`src/rtl/rau_fifo.sv`:
```
module rau_fifo #(
  parameter int DW = 8
) (
  input  logic          clk_i,
  input  logic          rst_ni,
  input  logic          push_valid_i,
  output logic          push_ready_o,
  input  logic [DW-1:0] push_data_i,
  output logic          pop_valid_o,
  input  logic          pop_ready_i,
  output logic [DW-1:0] pop_data_o
);

  logic [DW-1:0] mem_q [2];
  logic          wr_ptr_q, rd_ptr_q;
  logic [1:0]    count_q;
  logic          push, pop;

  assign push_ready_o = (count_q != 2'd2);
  assign pop_valid_o  = (count_q != 2'd0);
  assign push         = push_valid_i && push_ready_o;
  assign pop          = pop_valid_o && pop_ready_i;
  assign pop_data_o   = mem_q[rd_ptr_q];

  always_ff @(posedge clk_i or negedge rst_ni) begin
    if (!rst_ni) begin
      wr_ptr_q <= 1'b0;
      rd_ptr_q <= 1'b0;
      count_q  <= 2'd0;
    end else begin
      if (push) wr_ptr_q <= !wr_ptr_q;
      if (pop)  rd_ptr_q <= !rd_ptr_q;
      count_q <= count_q + {1'b0, push} - {1'b0, pop};
    end
  end

  always_ff @(posedge clk_i) begin
    if (push) mem_q[wr_ptr_q] <= push_data_i;
  end

endmodule

```
`config.mk`:
```
export PLATFORM = sky130hd
export DESIGN_NAME = rau_fifo
export DESIGN_NICKNAME = d
export VERILOG_FILES = /design/src/rtl/rau_fifo.sv
export SDC_FILE = /design/constraint.sdc
export NUM_CORES = 1
export LEC_CHECK = 0
export BUFFER_PORTS_ARGS = -buffer_cell sky130_fd_sc_hd__buf_2
export CORE_MARGIN = 5
export CORE_UTILIZATION = 49
export CTS_CLUSTER_SIZE = 28
export DETAILED_ROUTE_END_ITERATION = 8
export HOLD_SLACK_MARGIN = 0.02
export PLACE_DENSITY = 0.79
export REMOVE_ABC_BUFFERS = 1
export SETUP_SLACK_MARGIN = 0.2
export SYNTH_ARGS = -nofsm -noshare
export SYNTH_HDL_FRONTEND = slang
export SYNTH_SLANG_ARGS = --single-unit
```
`constraint.sdc`:
```
create_clock -name clk_i -period 1.47 [get_ports clk_i]
set_input_delay 0.441 -clock clk_i [delete_from_list [all_inputs] [get_ports clk_i]]
set_output_delay 0.441 -clock clk_i [all_outputs]
set_load 0.01 [all_outputs]
```
Word-level counts from Yosys, hierarchy flattened
Memories as Yosys holds them, arrays and structs flattened.
Cells that the tools add are included.
{ "word_totals": {"register_bits": 4, "mem_count": 1, "mem_bits_rw": 16} }
{ "mem_list": {"columns": ["memory", "words", "width", "rd", "rd_ports_with_merged_regs", "write_ports", "line", "rtl"], "rows": [
  ["mem_q", 2, 8, 1, 0, 1, "14", "logic [DW-1:0] mem_q [2];"]
]} }
{ "classes": {"n_mux": 2, "n_eq_ne": 1, "add_sub_neg": 2, "n_reduce_logical": 5} }
{ "op_table": {"columns": ["op", "n"], "rows": [
  ["$add A2 B1 Y2", 1],
  ["$logic_and A1 B1 Y1", 2],
  ["$logic_not A1 Y1", 2],
  ["$mux W1", 2],
  ["$ne A2 B2 Y1 const B", 1],
  ["$reduce_bool A2 Y1", 1],
  ["$sub A2 B1 Y2", 1]
]} }

Logic depth before layout (Yosys ltp)
{ "logic_depth": {"word_depth": 4, "mapped_depth": 5} }

Worst setup path after synthesis
OpenSTA, ideal clock, no wires.
{ "synth_timing": {"kind": "register to register", "startpoint": "register count_q[0]", "endpoint": "memory mem_q[0][0] (enable)", "path_stages_with_launch": 4, "setup_time_ns": 0.370, "synth_period_minus_slack_ns": 1.443, "slack_ns": 0.027, "arrival_ns": 1.072, "t_required_ns": 1.100, "n_path_buf": 0, "path_cell_list": "dfrtp_1 nand2b_1 nand2_1 nor2_1"} }
{ "synth_via": {"elab_chain_cells": 4} }
{ "synth_lines": {"columns": ["element", "line", "rtl"], "rows": [
  ["start, declared", "16", "logic [1:0] count_q;"],
  ["start signal, assigned", "33", "count_q <= count_q + {1'b0, push} - {1'b0, pop};"],
  ["$ne A2 B2 Y1", "19", "assign push_ready_o = (count_q != 2'd2);"],
  ["via push_ready_o", "7", "output logic push_ready_o,"],
  ["$logic_and A1 B1 Y1", "21", "assign push = push_valid_i && push_ready_o;"],
  ["$mux W1", "38", "if (push) mem_q[wr_ptr_q] <= push_data_i;"],
  ["$mux W1 (implied by the code)", "38", null],
  ["end, declared", "14", null]
]} }
The timed path passes the listed nets, and every way through them passes these cells.

Worst setup path after layout
{ "layout_timing": {"startpoint": "register rd_ptr_q", "endpoint": "output pop_data_o[3]"} }
{ "layout_via": {"elab_chain_cells": 1} }
{ "layout_lines": {"columns": ["element", "line", "rtl"], "rows": [
  ["start, declared", "15", "logic wr_ptr_q, rd_ptr_q;"],
  ["start signal, assigned", "32", "if (pop) rd_ptr_q <= !rd_ptr_q;"],
  ["$mem_v2 Z2 W8", null, null],
  ["end, declared", "11", "output logic [DW-1:0] pop_data_o"]
]} }
Every way passes these cells.

==> flow_summary.ini <==
[outcome]
outcome = finished with violations
violations = setup timing

[drt]
post_drt_wl_per_cell_um = 15.0
drt_iter0_markers = 18
drcViolationCount = 0
vias = 527
via_per_inst = 5.22
ant_nets = 0
dr.pass1.iters = 4
postRouteWirelength_mm = 1.51

[run]
max_cap_viol_count = 0

[layout]
drive_gt1_share_pct = 65.9
area_growth_pct = 45.4
fin_area_um2 = 1180
diodes = 0
final_nets = 99
mostFrequentLayoutCells = edfxtp_1, buf_2, buf_6, buf_4, mux2_2
fin_util_pct = 76.4
final_common_cell = edfxtp_1
fillers = 99

[pwr]
intPower_mw = 1.66
netSwitchingFraction_pct = 29.3
switchingPower_mw = 0.686
pwr-share-comb_pct = 49.2
power.density_nw_per_um2 = 1990
pwr-share-seq_pct = 37.7
p_total_mw = 2.34
max-vdd-ir-drop_uv = 1220
p_leak_nw = 0.497
p_clk_share_pct = 13.1

[setup_path]
path_cells = buf_6 > mux2_4 > buf_6
critPathLaunchType = register
crit_family = flip-flops
worstPathRequired_ns = 1.03
crit_fanout = 5
rr_worst_depth = 6
crit_arrival_ns = 1.27
path_depth = 3
cp_common_cell = buf_6
worst-path-buf-inv = 2
setup.worst_path.end_class = output port
crit_type = register to output port
cpPeakStageDelay_ns = 0.42
cp_slowest_cell = dfrtp_2

[yosys]
ys_seq_area_share_pct = 71.7
avgSynthCellArea_um2 = 17.2
ys_types = 17
syn-instance-count = 47
synth_mux_area_share_pct = 11.1
synth_top_family_by_area = multiplexers
synthAdderAreaFrac_pct = 1.55
synth-simple-area-share_pct = 8.04
synth_xor_area_share_pct = 3.25
ys_seq_elements = 20
synth_compound_area_share_pct = 3.71
synth.cell_area_um2 = 810
synth_warnings = 0

[global_route]
antenna_found_initial = 0
grt_pass1_wl_mm = 2.41
grt_usage_pct = 12.2
grt_overflow = 0
grt_start_max_net_pins = 12
grt_pass1_vias = 559

[timing]
skew_ns = 0.00176
setup_viol = 10
tightest_slew_ns = 0.326
worst_hold_slack_ns = 0.332
clock.fmax_mhz = 584
layout_setup_ws_ns = -0.241
slew_headroom_pct = 78.3
post-route-min-period_ns = 1.71
fin_crit_sh_pct = 116
rsz0062_at_grt = true
slew_viol_final = 0
finalHoldViolCount = 0

[clock_tree]
clkTransAtPathRegs_ns = 0.11
cts_sinks = 20
cts_made_buffers = 3
cts_max_level = 1
cts-root-buf = clkbuf_4
cts_tree = built
insertion_delay_ns = 0.29
cts_buffer_depth = 2

[hold_path]
hold_depth = 1
hp-class = input port to register

[placed_design]
dpl_cell_area_um2 = 967
dp_slack_ns = -0.0351
dp_hpwl_mm = 1.02
port_buffers = 21
routabilityCongestion = 0.680

[floorplan]
initial_utilization_pct = 52.5
die_h_um = 50.6
dieArea_um2 = 2560
die_w_um = 50.6
fp-row-count = 14
ioPinCount = 22
core_um2 = 1540
worst paths after layout:
| kind | to | from | slack (ns) |
|---|---|---|---|
| setup reg to reg | count_q[1] | count_q[1] | 0.13 |
| hold reg to reg | wr_ptr_q | wr_ptr_q | 0.58 |
| hold / removal | mem_q[1][1] | push_data_i[1] | 0.33 |
| max in group asynchronous | rd_ptr_q | rst_ni | 0.86 |
| min in group asynchronous | count_q[0] | rst_ni | 0.48 |
| setup / recovery | pop_data_o[3] | rd_ptr_q | -0.24 |
flip-flops by register name, indices dropped and copies added (netlist names):
register,flops
rd_ptr_q,1
mem_q,16
count_q,2
wr_ptr_q,1
repair_timing:
action	CTS	global route
pin swaps	0	6
setup buffers	5	3
endpoints found under the hold margin	4	0
gates resized for setup	14	12
endpoints found under the setup margin	20	12
hold buffers	1	0
through the flow:
stage / setup TNS (ns) / cells
6_report: -2.00 / 101
4_1_cts: -1.97 / 98
2_1_floorplan: 0 / 46
5_1_grt: -2.58 / 101
3_3_place_gp: -0.187 / 88
3_5_place_dp: -0.210 / 88
cells in the mapped netlist (all sizes together):
| cell type | n | area share, % |
|---|---|---|
| edfxtp | 16 | 59 |
| ha | 1 | 1.5 |
| nand3 | 1 | 0.62 |
| mux2 | 8 | 11 |
| o21ai | 1 | 0.62 |
| nor4bb | 1 | 2.0 |
| and3 | 1 | 0.77 |
| nor2b | 1 | 0.77 |
| nor2 | 3 | 1.4 |
| o21ba | 1 | 1.2 |
| a311oi | 1 | 1.9 |
| dfrtp | 4 | 12 |
| buf | 1 | 0.62 |
| xnor2 | 3 | 3.2 |
| nand2b | 1 | 0.77 |
| or2 | 1 | 0.77 |
| nand2 | 2 | 0.93 |
logic make-up (layout without fill, tap and decap cells):
logic type                 after synthesis  in the layout
xor gates and xnor gates                 3              3
DFF                                     20             20
adders and majority gates                1              1
AOI/OAI and AO/OA                        3              3
muxes                                    8              8
and+or+nand+nor                         11             11
buffers and inverters                    1             39
final cells by class:
| type | instances | area, um2 | share of cell area (%) |
|---|---|---|---|
| multi-input cells | 26 | 268 | 22.7 |
| clock buffers | 4 | 36.3 | 3.08 |
| repair buffers | 35 | 269 | 22.8 |
| flip-flops and latches | 20 | 584 | 49.6 |
| well taps | 16 | 20.0 | 1.70 |
power groups by stage:
stage	Clock, mW	Sequential [mW]	Combinational [mW]
after floorplan	0	0.895	0.418
after global placement	0	0.918	0.662
after detailed placement	0	0.931	0.677
after CTS	0.317	0.875	0.977
after global routing	0.350	0.899	1.25
final	0.306	0.885	1.15
routing by layer:
metal,share of wire (%),global-route usage [%],vias up
li1,-,-,253
met5,0,0,-
met3,6.3,3.55,2
met4,0.59,3.83,0
met1,41,14.2,258
met2,52,21.5,14
Power figures use the tool's default switching activity.
