### src/rtl/rau_pkg.sv
package rau_pkg;

  localparam int NUM_W = 33;
  localparam int DEN_W = 31;

  typedef enum logic [1:0] {
    OP_ADD = 2'd0,
    OP_SUB = 2'd1,
    OP_MUL = 2'd2,
    OP_DIV = 2'd3
  } op_e;

  typedef enum logic [1:0] {
    ST_OK       = 2'd0,
    ST_DEN_ZERO = 2'd1,
    ST_DIV_ZERO = 2'd2
  } status_e;

  typedef enum logic [1:0] {
    F_IDLE,
    F_MUL,
    F_PUSH
  } front_state_e;

  typedef enum logic [1:0] {
    B_IDLE,
    B_GCD,
    B_DIV,
    B_OUT
  } back_state_e;

  typedef struct packed {
    logic [1:0] status;
    logic       a_greater;
    logic       a_equal;
    logic       a_less;
    logic       neg;
  } rau_ctl_t;

endpackage

### src/rtl/rau_if.sv
interface rau_in_if #(parameter int W = 16);
  logic                valid;
  logic                ready;
  logic [1:0]          operation;
  logic signed [W-1:0] a_numerator;
  logic signed [W-1:0] a_denominator;
  logic signed [W-1:0] b_numerator;
  logic signed [W-1:0] b_denominator;

  modport source (output valid, operation, a_numerator, a_denominator,
                  b_numerator, b_denominator, input ready);
  modport sink (input valid, operation, a_numerator, a_denominator,
                b_numerator, b_denominator, output ready);
endinterface


### src/rtl/rau_front.sv
module rau_front import rau_pkg::*; #(
  parameter int W = 16
) (
  input  logic              clk_i,
  input  logic              rst_ni,
  rau_in_if.sink            in_i,
  output logic              push_valid_o,
  input  logic              push_ready_i,
  output logic [2*W:0]      num_mag_o,
  output logic [2*W:0]      den_mag_o,
  output rau_ctl_t          ctl_o
);

  localparam int PW = 2 * W;

  front_state_e state_q, state_d;
  logic [1:0]          cnt_q;
  logic [1:0]          op_q;
  logic signed [W-1:0] an_q, ad_q, bn_q, bd_q;
  logic signed [PW-1:0] p_q [4];

  logic signed [W-1:0]  mul_a, mul_b;
  logic signed [PW-1:0] product;
  logic                 accept;

  assign accept = in_i.valid && in_i.ready;

  always_comb begin
    state_d = state_q;
    case (state_q)
      F_IDLE: if (in_i.valid) state_d = F_MUL;
      F_MUL:  if (cnt_q == 2'd3) state_d = F_PUSH;
      F_PUSH: if (push_ready_i) state_d = F_IDLE;
      default: state_d = F_IDLE;
    endcase
  end

  always_comb begin
    in_i.ready   = (state_q == F_IDLE);
    push_valid_o = (state_q == F_PUSH);
  end

  // one shared multiplier, one cross product per cycle
  always_comb begin
    case (cnt_q)
      2'd0:    begin mul_a = an_q; mul_b = bd_q; end
      2'd1:    begin mul_a = bn_q; mul_b = ad_q; end
      2'd2:    begin mul_a = an_q; mul_b = bn_q; end
      default: begin mul_a = ad_q; mul_b = bd_q; end
    endcase
    product = mul_a * mul_b;
  end

  always_ff @(posedge clk_i or negedge rst_ni) begin
    if (!rst_ni) begin
      state_q <= F_IDLE;
      cnt_q   <= 2'd0;
    end else begin
      state_q <= state_d;
      if (accept) cnt_q <= 2'd0;
      else if (state_q == F_MUL) cnt_q <= cnt_q + 2'd1;
    end
  end

  always_ff @(posedge clk_i) begin
    if (accept) begin
      op_q <= in_i.operation;
      an_q <= in_i.a_numerator;
      ad_q <= in_i.a_denominator;
      bn_q <= in_i.b_numerator;
      bd_q <= in_i.b_denominator;
    end
    if (state_q == F_MUL) p_q[cnt_q] <= product;
  end

  // classify and form the unreduced result
  logic signed [PW:0] e0, e1, e2, e3, num_s, den_s;
  logic den_zero, flip, eq, gt;

  always_comb begin
    e0 = {p_q[0][PW-1], p_q[0]};
    e1 = {p_q[1][PW-1], p_q[1]};
    e2 = {p_q[2][PW-1], p_q[2]};
    e3 = {p_q[3][PW-1], p_q[3]};
    case (op_e'(op_q))
      OP_ADD:  begin num_s = e0 + e1; den_s = e3; end
      OP_SUB:  begin num_s = e0 - e1; den_s = e3; end
      OP_MUL:  begin num_s = e2;      den_s = e3; end
      OP_DIV:  begin num_s = e0;      den_s = e1; end
      default: begin num_s = e0;      den_s = e3; end
    endcase
    den_zero = (ad_q == '0) || (bd_q == '0);
    flip     = ad_q[W-1] ^ bd_q[W-1];
    eq       = (p_q[0] == p_q[1]);
    gt       = !eq && ((p_q[0] > p_q[1]) != flip);

    num_mag_o = num_s[PW] ? -num_s : num_s;
    den_mag_o = den_s[PW] ? -den_s : den_s;

    ctl_o.neg = num_s[PW] ^ den_s[PW];
    if (den_zero) begin
      ctl_o.status    = ST_DEN_ZERO;
      ctl_o.a_greater = 1'b0;
      ctl_o.a_equal   = 1'b0;
      ctl_o.a_less    = 1'b0;
    end else begin
      ctl_o.status    = (op_e'(op_q) == OP_DIV && bn_q == '0) ? ST_DIV_ZERO : ST_OK;
      ctl_o.a_greater = gt;
      ctl_o.a_equal   = eq;
      ctl_o.a_less    = !eq && !gt;
    end
  end

endmodule

### src/flat_wrapper.sv
// flat-port wrapper written by rule: the top's interface ports become plain ports
module rau_front_flat import rau_pkg::*;
#(
  parameter int W = 16
)
  (clk_i, rst_ni, push_valid_o, push_ready_i, num_mag_o, den_mag_o, ctl_o, in_i_valid, in_i_operation, in_i_a_numerator, in_i_a_denominator, in_i_b_numerator, in_i_b_denominator, in_i_ready);
  rau_in_if #(.W(W)) in_i_i ();
  input  logic clk_i;
  input  logic rst_ni;
  output logic push_valid_o;
  input  logic push_ready_i;
  output logic [2*W:0] num_mag_o;
  output logic [2*W:0] den_mag_o;
  output rau_ctl_t ctl_o;
  input wire logic [$bits(in_i_i.valid)-1:0] in_i_valid;
  input wire logic [$bits(in_i_i.operation)-1:0] in_i_operation;
  input wire logic [$bits(in_i_i.a_numerator)-1:0] in_i_a_numerator;
  input wire logic [$bits(in_i_i.a_denominator)-1:0] in_i_a_denominator;
  input wire logic [$bits(in_i_i.b_numerator)-1:0] in_i_b_numerator;
  input wire logic [$bits(in_i_i.b_denominator)-1:0] in_i_b_denominator;
  output wire logic [$bits(in_i_i.ready)-1:0] in_i_ready;
  assign in_i_i.valid = in_i_valid;
  assign in_i_i.operation = in_i_operation;
  assign in_i_i.a_numerator = in_i_a_numerator;
  assign in_i_i.a_denominator = in_i_a_denominator;
  assign in_i_i.b_numerator = in_i_b_numerator;
  assign in_i_i.b_denominator = in_i_b_denominator;
  assign in_i_ready = in_i_i.ready;
  rau_front #(.W(W)) u_core (.clk_i(clk_i), .rst_ni(rst_ni), .in_i(in_i_i), .push_valid_o(push_valid_o), .push_ready_i(push_ready_i), .num_mag_o(num_mag_o), .den_mag_o(den_mag_o), .ctl_o(ctl_o));
endmodule
### config.mk
export PLATFORM = sky130hd
export DESIGN_NAME = rau_front_flat
export DESIGN_NICKNAME = d
export VERILOG_FILES = /design/src/rtl/rau_pkg.sv /design/src/rtl/rau_if.sv /design/src/rtl/rau_front.sv /design/src/flat_wrapper.sv
export SDC_FILE = /design/constraint.sdc
export NUM_CORES = 1
export LEC_CHECK = 0
export ABC_AREA = 1
export ABC_CLOCK_PERIOD_IN_PS = 6700
export BUFFER_PORTS_ARGS = -buffer_cell sky130_fd_sc_hd__buf_4
export CAP_MARGIN = 25
export CORE_MARGIN = 2
export CORE_UTILIZATION = 55
export DETAILED_ROUTE_END_ITERATION = 12
export GPL_TIMING_DRIVEN = 1
export PLACE_DENSITY = 0.75
export REMOVE_ABC_BUFFERS = 1
export SKIP_LAST_GASP = 1
export SLEW_MARGIN = 15
export SYNTH_ARGS = -nofsm -noshare
export SYNTH_HDL_FRONTEND = slang
export SYNTH_SLANG_ARGS = --single-unit
### constraint.sdc
create_clock -name clk_i -period 6.7 [get_ports clk_i]
set_input_delay 1.005 -clock clk_i [delete_from_list [all_inputs] [get_ports clk_i]]
set_output_delay 1.005 -clock clk_i [all_outputs]
set_load 0.005 [all_outputs]
Yosys cells after proc, flatten, opt, wreduce, memory -nomap -nowiden --
Memories as Yosys holds them, arrays and structs flattened. Cells that the tools add are included.
Word-level totals: bits in writable memories 128, latch bits 0, register bits 70, memories 1, output and inout port bits 74, memory bits (read-only) 0, bits of input ports 70
Memories:
- u_core.p_q | words 4, width 32, rd ports 4, clocked after Yosys merged registers in 0, wr ports 1, line rau_front.sv:20 | logic signed [PW-1:0] p_q [4];
Cells by class: bitwise logic cells 2, reductions and logical operators 17, multipliers 1, shift operators 0, muxes and demuxes 16, $lt $le $gt $ge 1, divide/modulo/power cells 0, add/subtract/negate cells 5, eq/ne operators 13
Operators by type and width (count):
- $pmux 33 s4 | 1
- $mux 33 | 2
- $neg 33->33 | 2
- $pmux 33 s2 | 1
- $pmux 16 s2 | 2
- $logic_not 16->1 | 3
- $add 32x32->33 | 1
- $sub 32x32->33 | 1
- $eq 32x32->1 | 1
- $gt 32x32->1 | 1
- $mul 16x16->32 | 1
- $mux 2 | 6
- $eq 2x2->1 const B | 5
- $eq 2x1->1 const B | 3
- $logic_not 2->1 | 3
- $pmux 2 s3 | 1
- $mux 5 | 1
- $logic_and 1x1->1 | 4
- $ne 2x1->1 const B | 2
- $reduce_and 3->1 | 1
- $reduce_or 3->1 | 1
- $add 2x1->2 const B | 1
- $logic_not 1->1 | 2
- $mux 1 | 2
- other kinds (6) | 7

Logic depth before layout (Yosys ltp) --
Gate-level depths: netlist (run 1).
depth in word-level cells 6, depth in mapped cells 30

Worst setup path after synthesis (run 1) --
OpenSTA, ideal clock, no wires.
kind register -> register, from register u_core.cnt_q[0], to memory u_core.p_q[0][24] (netlist name), data pin, path buffers 2, clock period less this slack 6.659 ns, path slack 0.041 ns, library setup time 0.271 ns, required time 6.429 ns, data arrival time 6.388 ns, stages on the path, launching flop included 27, cells stage by stage dfrtp_1 > ha_1 > inv_1 > clkbuf_1 > buf_1 > o21ai_1 > inv_1 > nand2_1 > fa_1 > fa_1 > inv_1 > fa_1 > inv_1 > fa_1 > fa_1 > fa_1 > inv_1 > ha_1 > a21oi_1 > o21ai_0 > a21oi_1 > inv_1 > a31oi_1 > o21ai_0 > nand2_1 > nand2_1 > xor2_1
On the way: longest elaborated chain between the ends 4, elaborated cells on any way between the ends 7, classes of those cells mul: 1; eq/ne: 2; mux: 2; reduce/logical: 2
Ends and longest elaborated chain:
- start, declared | line rau_front.sv:17 | logic [1:0] cnt_q;
- start signal, assigned | line rau_front.sv:61 | else if (state_q == F_MUL) cnt_q <= cnt_q + 2'd1;
- $eq 2x2->1 or $logic_not 2->1 (tied branches) | line rau_front.sv:45 | case (cnt_q)
- $reduce_or 2->1 (no line)
- $pmux 16 s2 | line rau_front.sv:45
- $mul 16x16->32 (*) | line rau_front.sv:51 | product = mul_a * mul_b;
- named net u_core.product[24] | line rau_front.sv:23 | logic signed [PW-1:0] product;
- end, declared | line rau_front.sv:20
Mark *: on every way through the listed nets, which the timed path passes. The rest lies on a longest branch.

Worst setup path after layout (run 1) --
from register u_core.cnt_q[1], to memory u_core.p_q[3][30] (netlist name), data pin
Same word-level chain as after synthesis.

==> impl_results.md, run 1 <==
* Status: finished, violations left
* Failing checks: negative setup slack
* Clock transition at path regs at 80 ps
* Initial antenna violation count at 0
* CTS Buf Count at 17
* Final setup fails at 4
* RSZ-0062 raised after global routing: true
* Fill cell count at between 3,000 and 4,000
* FF-to-FF path depth at 24
* Nature of the critical path startpoint: flop
* Worst slew pin tran at 932 ps
* Yosys top cell area share at roughly a quarter
* Final hold vios at 0
* Synth Warn # at 0
* Cell total after placement at 4,066
* H-tree Lvls at 4
* Initial Util at 56.0%
* Slew Viols, Final at 0
* Register area share after synthesis at 23.8%
* Largest family of logic cells by synthesized area: adder cells
* Hold slack final at 347 ps
* Clock Tree Buf Depth at 2
* # rows at 77
* DRT iter0 DRCs at 2,148
* Largest cells by area after synthesis: edfxtp_1 (23%), fa_1 (21%), nand2_1 (13%), inv_1 (10%), ha_1 (7.7%)
* Compound-cell area share of the yosys netlist at 7.15%
* CTS Root Buffer Type: clkbuf_16
* Syn_area_per_cell at 7.65 um2
* Gpl congestion at ~1.0
* Post-synthesis xor/xnor area fraction at 3.24%
* Final core occ at 65.7%
* Post-synth EDFFs at between 150 and 200
* Grt ovf at 0
* Layout cell share with drive strength beyond 1 at 16.4%
* DR vias at 23,200
* Hold Crit Class: in2async
* Largest net degree at the start of global routing at 63
* Final nets at 4,001
* Critical path class: reg2reg
* Die W at 217 um
* Maxcap violations at 0
* First-pass GRT wire length at 128,000 um
* Wirelength, routed at 85,000 um
* Remaining DRCs at 0
* Synth cell types at 57
* Die H at ~220 um
* Ports at approximately 140
* Crit. End Element: flop
* Fin crit period at 6720 ps
* Clk_skew at 16.2 ps
* Drt wl/cell at approximately 21 um
* Hold-fix buffers, CTS at 0
* Final WS setup at -22.0 ps
* Clock sinks at 198
* CTS tree: done
* Ys flop type: edfxtp_1
* Ant diodes at 0
* Total GRT Usage at between 30% and 40%
* Pre-Repair DR Iteration Count at 6
* Worst path required time at between 6000 and 7000 ps
* Core area at around 44,000 um2
* Yosys top cell by area: edfxtp_1
* Post-Layout Cell Count at 4,119
* WP data arrival at 6930 ps
* Number of global-route vias before repair at 23,500
* Synthesized instance count at 3,253
* Multiplexer share of the synthesized area at 0%
* IO Port Bufs at approximately 140
* Adder-Cell Fraction of Synth Area at 28.9%
* Routed Antenna Nets at 0
* Slew margin rel. at 37.4%
* Final Cycle Share at 100%
* Die area at 46,900 um2
* Worst Path Max Fanout at 6
* Layout area overhead at 17.3%
* Final setup TNS at -87.1 ps
* FMAX at about 150 MHz
* Simple-gate area share of the yosys netlist at 24.7%
* Synth Cell Area at ~25,000 um2
* Detail Placement HPWL at just under 70,000 um
* Flops & latches, synth at 198
* Fraction of registers with async set/reset at 2.02%
* Worst skew pair latency at 440 ps
* Via/cell ratio at 5.64
path summary, 6_finish.rpt:
path / start / slack (ps) / endpoint
hold reg to reg: u_core.cnt_q[0] / 580 / u_core.cnt_q[0]
min in group clk_i: u_core.cnt_q[0] / 580 / u_core.cnt_q[0]
hold / removal: rst_ni / 350 / u_core.cnt_q[1]
setup / recovery: u_core.cnt_q[1] / -20 / u_core.p_q[3][30]
setup reg to reg: u_core.cnt_q[1] / -20 / u_core.p_q[3][30]
max in group asynchronous: rst_ni / 6230 / u_core.cnt_q[0]
cell type report:
class | count | area, um2 | area share, %
well taps | 592 | 741 | 2.54
multi-input cells | 2284 | 16700 | 57.1
flip-flops and latches | 198 | 5930 | 20.3
repair buffers | 326 | 2640 | 9.05
inverters | 687 | 2610 | 8.93
clock buffers | 17 | 425 | 1.46
clock inverters | 15 | 176 | 0.605
placed cells by master (no fill, tap or decap), types with 14 or more instances in the layout:
master       n
nand2_2     23
nor4_1      14
ha_1       132
a21oi_2     15
o21ai_0     87
a21oi_1     80
nor2_1     274
clkbuf_16   18
nand2_1    812
nor2_2      31
o21ai_1     47
inv_2       31
o211ai_1    24
edfxtp_1   194
buf_4      301
nand3_1    187
or2_2       16
inv_1      644
o21ai_2     15
nand4_1     45
xor2_1      58
xnor2_1     21
ha_4        18
fa_1       253
nor3_1      16
sequential cells by signal (all words and copies together), names as in the netlist:
register	cells
u_core.ad_q	16
u_core.state_q	2
u_core.bd_q	16
u_core.bn_q	16
u_core.p_q	128
u_core.an_q	16
u_core.cnt_q	2
u_core.op_q	2
Yosys cell counts (12+ instances only):
| master | number |
|---|---|
| or2_2 | 16 |
| fa_1 | 264 |
| nor2_2 | 13 |
| o21ai_1 | 32 |
| a21oi_1 | 94 |
| ha_1 | 153 |
| nor3_1 | 19 |
| nor4_1 | 15 |
| edfxtp_1 | 194 |
| o211ai_1 | 24 |
| xnor2_1 | 23 |
| inv_1 | 668 |
| nand4_1 | 45 |
| clkbuf_1 | 37 |
| buf_2 | 28 |
| o21ai_0 | 111 |
| nand2_1 | 829 |
| xor2_1 | 69 |
| buf_4 | 12 |
| nand3_1 | 189 |
| nor2_1 | 298 |
critical path: stages, from the launching register on:
cell       delay, ps
dfrtp_2          480
inv_4            110
ha_4             240
buf_4            160
or2_2            280
nand2_1           80
buf_4            140
nor2_1            50
fa_1             490
buf_6            160
fa_2             660
buf_4            160
fa_2             460
fa_1             510
inv_1             60
fa_1             580
inv_1             70
fa_1             560
ha_4             230
nand2_2           90
a21oi_1           50
a211oi_1         270
o2111ai_1        220
xor2_1           190
buf_4            160
layer usage:
| metal | global-route usage, % | up-vias | share of wire, % |
|---|---|---|---|
| li1 | - | 10600 | - |
| met1 | 42.2 | 11200 | 37 |
| met2 | 64.2 | 1121 | 50 |
| met3 | 3.76 | 281 | 6.4 |
| met4 | 18.9 | 0 | 6.4 |
| met5 | 0 | - | 0 |
through the flow:
step	area, um2	setup slack (ps)
5_1_grt	29200	-261
4_1_cts	28400	-19.4
3_5_place_dp	27600	-526
6_report	29200	-22.0
3_3_place_gp	27600	-330
2_1_floorplan	24400	-303
timing repair:
action / in CTS / in global routing
buffers inserted: 8 / 12
pin swaps: 10 / 56
endpoints found under the setup margin: 60 / 68
gates resized for setup: 51 / 165
gates cloned: 1 / 1
cells by family after synthesis:
kind of cell | count (synthesis)
flops | 198
fa+ha+maj | 417
simple gates | 1462
compound gates | 312
other cells | 1
buf+inv | 771
xor+xnor | 92
Power of run 1 is left out: the tool's default activity adds up to more than one toggle a clock period on the data nets, which glitch-free logic cannot reach.
==> run 2: changes to the inputs <==
--- a/config.mk
+++ b/config.mk
@@ -18,3 +18,2 @@
 export SKIP_LAST_GASP = 1
-export SLEW_MARGIN = 15
 export SYNTH_ARGS = -nofsm -noshare
==> constraint.sdc (replaced) <==
create_clock -name clk_i -period 6.7 [get_ports clk_i]
set_input_delay 1.34 -clock clk_i [delete_from_list [all_inputs] [get_ports clk_i]]
set_output_delay 1.34 -clock clk_i [all_outputs]
set_load 0.005 [all_outputs]
==> run 2 against run 1 <==
  * The run still ends with negative setup slack left
  * Routed wire length rose by 0.41%
  * Worst setup slack got worse by 69 ps
  * Final area rose by 0.24%
  * First-iteration DRC count fell by 4.2%
  * Cell count rose by 0.27%
  * Global-route usage barely moved
  * Via count barely moved
  * Count of clock-buffer cells in the layout did not move
  * Register-to-register slack got worse by 70 ps
==> impl_results.md, run 2 (same netlist as run 1, synthesis figures left out) <==
* Die W at 217 um (unchanged)
* Failing checks: negative setup slack
* Post-place setup slack at -532 ps (-6.33 ps)
* WP data arrival at 7050 ps (+120 ps)
* Most frequent cells in the layout: nand2_1 (813), inv_1 (644), buf_4 (312)
* Final nets at 4,012 (+0.27%)
* Met2 usage at 64.8% (+0.61 points)
* Worst slew pin tran at 764 ps (-168 ps)
* Final WS setup at -90.6 ps (-68.6 ps)
* Maxcap violations at 0 (unchanged)
* Initial antenna violation count at 0 (unchanged)
* Final Cycle Share at 101% (+1.0 points)
* DR vias at 23,200 (-0.030%)
* Nature of the critical path startpoint: flop
* CTS Buf Count at 17 (unchanged)
* Slew margin rel. at 49.0% (+12 points)
* Detail Placement HPWL at 68,800 um (about the same)
* Global route hottest layer: met2
* R2R Path Start: u_core.cnt_q[1]
* Total GRT Usage at 35.7% (about the same)
* Ports at 144 (unchanged)
* Core area at 44,400 um2 (unchanged)
* CTS Root Buffer Type: clkbuf_16
* # rows at 77 (unchanged)
* DRT iter0 DRCs at 2,058 (-4.2%)
* FMAX at 147 MHz (-1.0%)
* Wirelength, routed at 85,300 um (+0.41%)
* IO Port Bufs at 142 (unchanged)
* Clk_skew at 17.1 ps (+0.981 ps)
* Initial Util at 56.0% (unchanged)
* Worst Path Max Fanout at 18 (+12)
* CTS tree: done
* Ant diodes at 0 (unchanged)
* Status: finished, violations left
* Gpl congestion at 1.01 (about the same)
* Worst skew pair latency at 460 ps (+20 ps)
* Hold-fix buffers, CTS at 0 (unchanged)
* Flop2flop setup slack at -90 ps (-70 ps)
* Commonest non-fill, non-tap cell in the layout: nand2_1
* Layout area overhead at 17.6%
* Critical path class: reg2reg
* Worst path required time at 6960 ps (+60 ps)
* Worst setup path start: u_core.cnt_q[1]
* Largest register FFs at 128 (unchanged)
* Clock Tree Buf Depth at 2 (unchanged)
* Final setup TNS at -779 ps (-692 ps)
* Routed Antenna Nets at 0 (unchanged)
* Die area at 46,900 um2 (unchanged)
* Clock sinks at 198 (unchanged)
* Largest net degree at the start of global routing at 63 (unchanged)
* Slew Viols, Final at 0 (unchanged)
* GR Layer Usage met3 at 3.82% (+0.056 points)
* Fill cell count at 3,647 (-1.3%)
* Crit. End Element: flop
* Via/cell ratio at 5.63 (-0.30%)
* Layout cell share with drive strength beyond 1 at 16.8% (+0.32 points)
* Biggest register: u_core.p_q
* Hold Crit Class: reg2reg
* H-tree Lvls at 4 (unchanged)
* First-pass GRT wire length at 128,000 um (-0.22%)
* Grt ovf at 0 (unchanged)
* Fin crit period at 6790 ps (+68.6 ps)
* Final setup fails at 12 (+8)
* Clock transition at path regs at 80 ps (about the same)
* Die H at 217 um (unchanged)
* Pre-Repair DR Iteration Count at 8 (+2)
* Final core occ at 65.8% (+0.16 points)
* Final hold vios at 0 (unchanged)
* GR Util met1 at 41.9% (-0.32 points)
* Min-delay src: u_core.cnt_q[1]
* Number of global-route vias before repair at 23,600 (+0.49%)
* Drt wl/cell at 20.7 um (+0.14%)
* RSZ-0062 raised after global routing: true
* Remaining DRCs at 0 (unchanged)
[run 2: worst paths after layout]
path                                     end  cells past startpoint
max                        u_core.p_q[3][28]                     26
min                          u_core.cnt_q[1]                      2
max reg2reg                u_core.p_q[3][28]                     26
min reg2reg                  u_core.cnt_q[1]                      2
max in group asynchronous    u_core.cnt_q[0]                      1
min in group asynchronous    u_core.cnt_q[1]                      1
[run 2: area by class of cell]
cell class,count,area [um2],area share (%)
Sequential cell,198,5930,20.3
Clock buffer,17,425,1.45
Inverter,687,2590,8.87
Multi-Input combinational cell,2284,16600,56.9
Clock inverter,15,170,0.582
Tap cell,592,741,2.53
Timing Repair Buffer,337,2730,9.35
[run 2: metal layers]
metal,up-vias,part of all wire (%)
li1,10600,-
met1,11100,37
met2,1220,50
met3,310,6.7
met4,0,6.1
met5,-,0
[run 2: critical path: stages (launching register included)]
cell and delay [ps]:
dfrtp_2 450, buf_4 150, ha_4 170, buf_12 150, a221o_1 330, o21ai_1 90
buf_4 150, buf_12 120, nor2_1 60, fa_1 540, inv_1 60, fa_1 560
fa_2 440, inv_2 80, fa_2 440, fa_1 520, inv_1 50, fa_1 500
inv_1 80, ha_4 290, buf_4 110, nand2_2 90, buf_4 160, nor2_1 160
a21oi_1 110, o211ai_1 410, xor2_2 310
[run 2: metrics by stage]
step | instances | cell area [um2] | hold WS, ps
detailed placement | 4067 | 27600 | 572
global placement | 4067 | 27600 | 534
CTS | 4103 | 28400 | 596
global route | 4130 | 29200 | 618
finish | 4130 | 29200 | 589
floorplan | 3169 | 24400 | 503
[run 2: timing repair]
action	CTS	global route
cloned	0	1
endpoints found under the setup margin	56	74
hold endpoints to repair	0	0
pin swaps	10	62
buffers inserted	4	26
gates resized for setup	54	154
Power of run 2 is left out for the same reason.
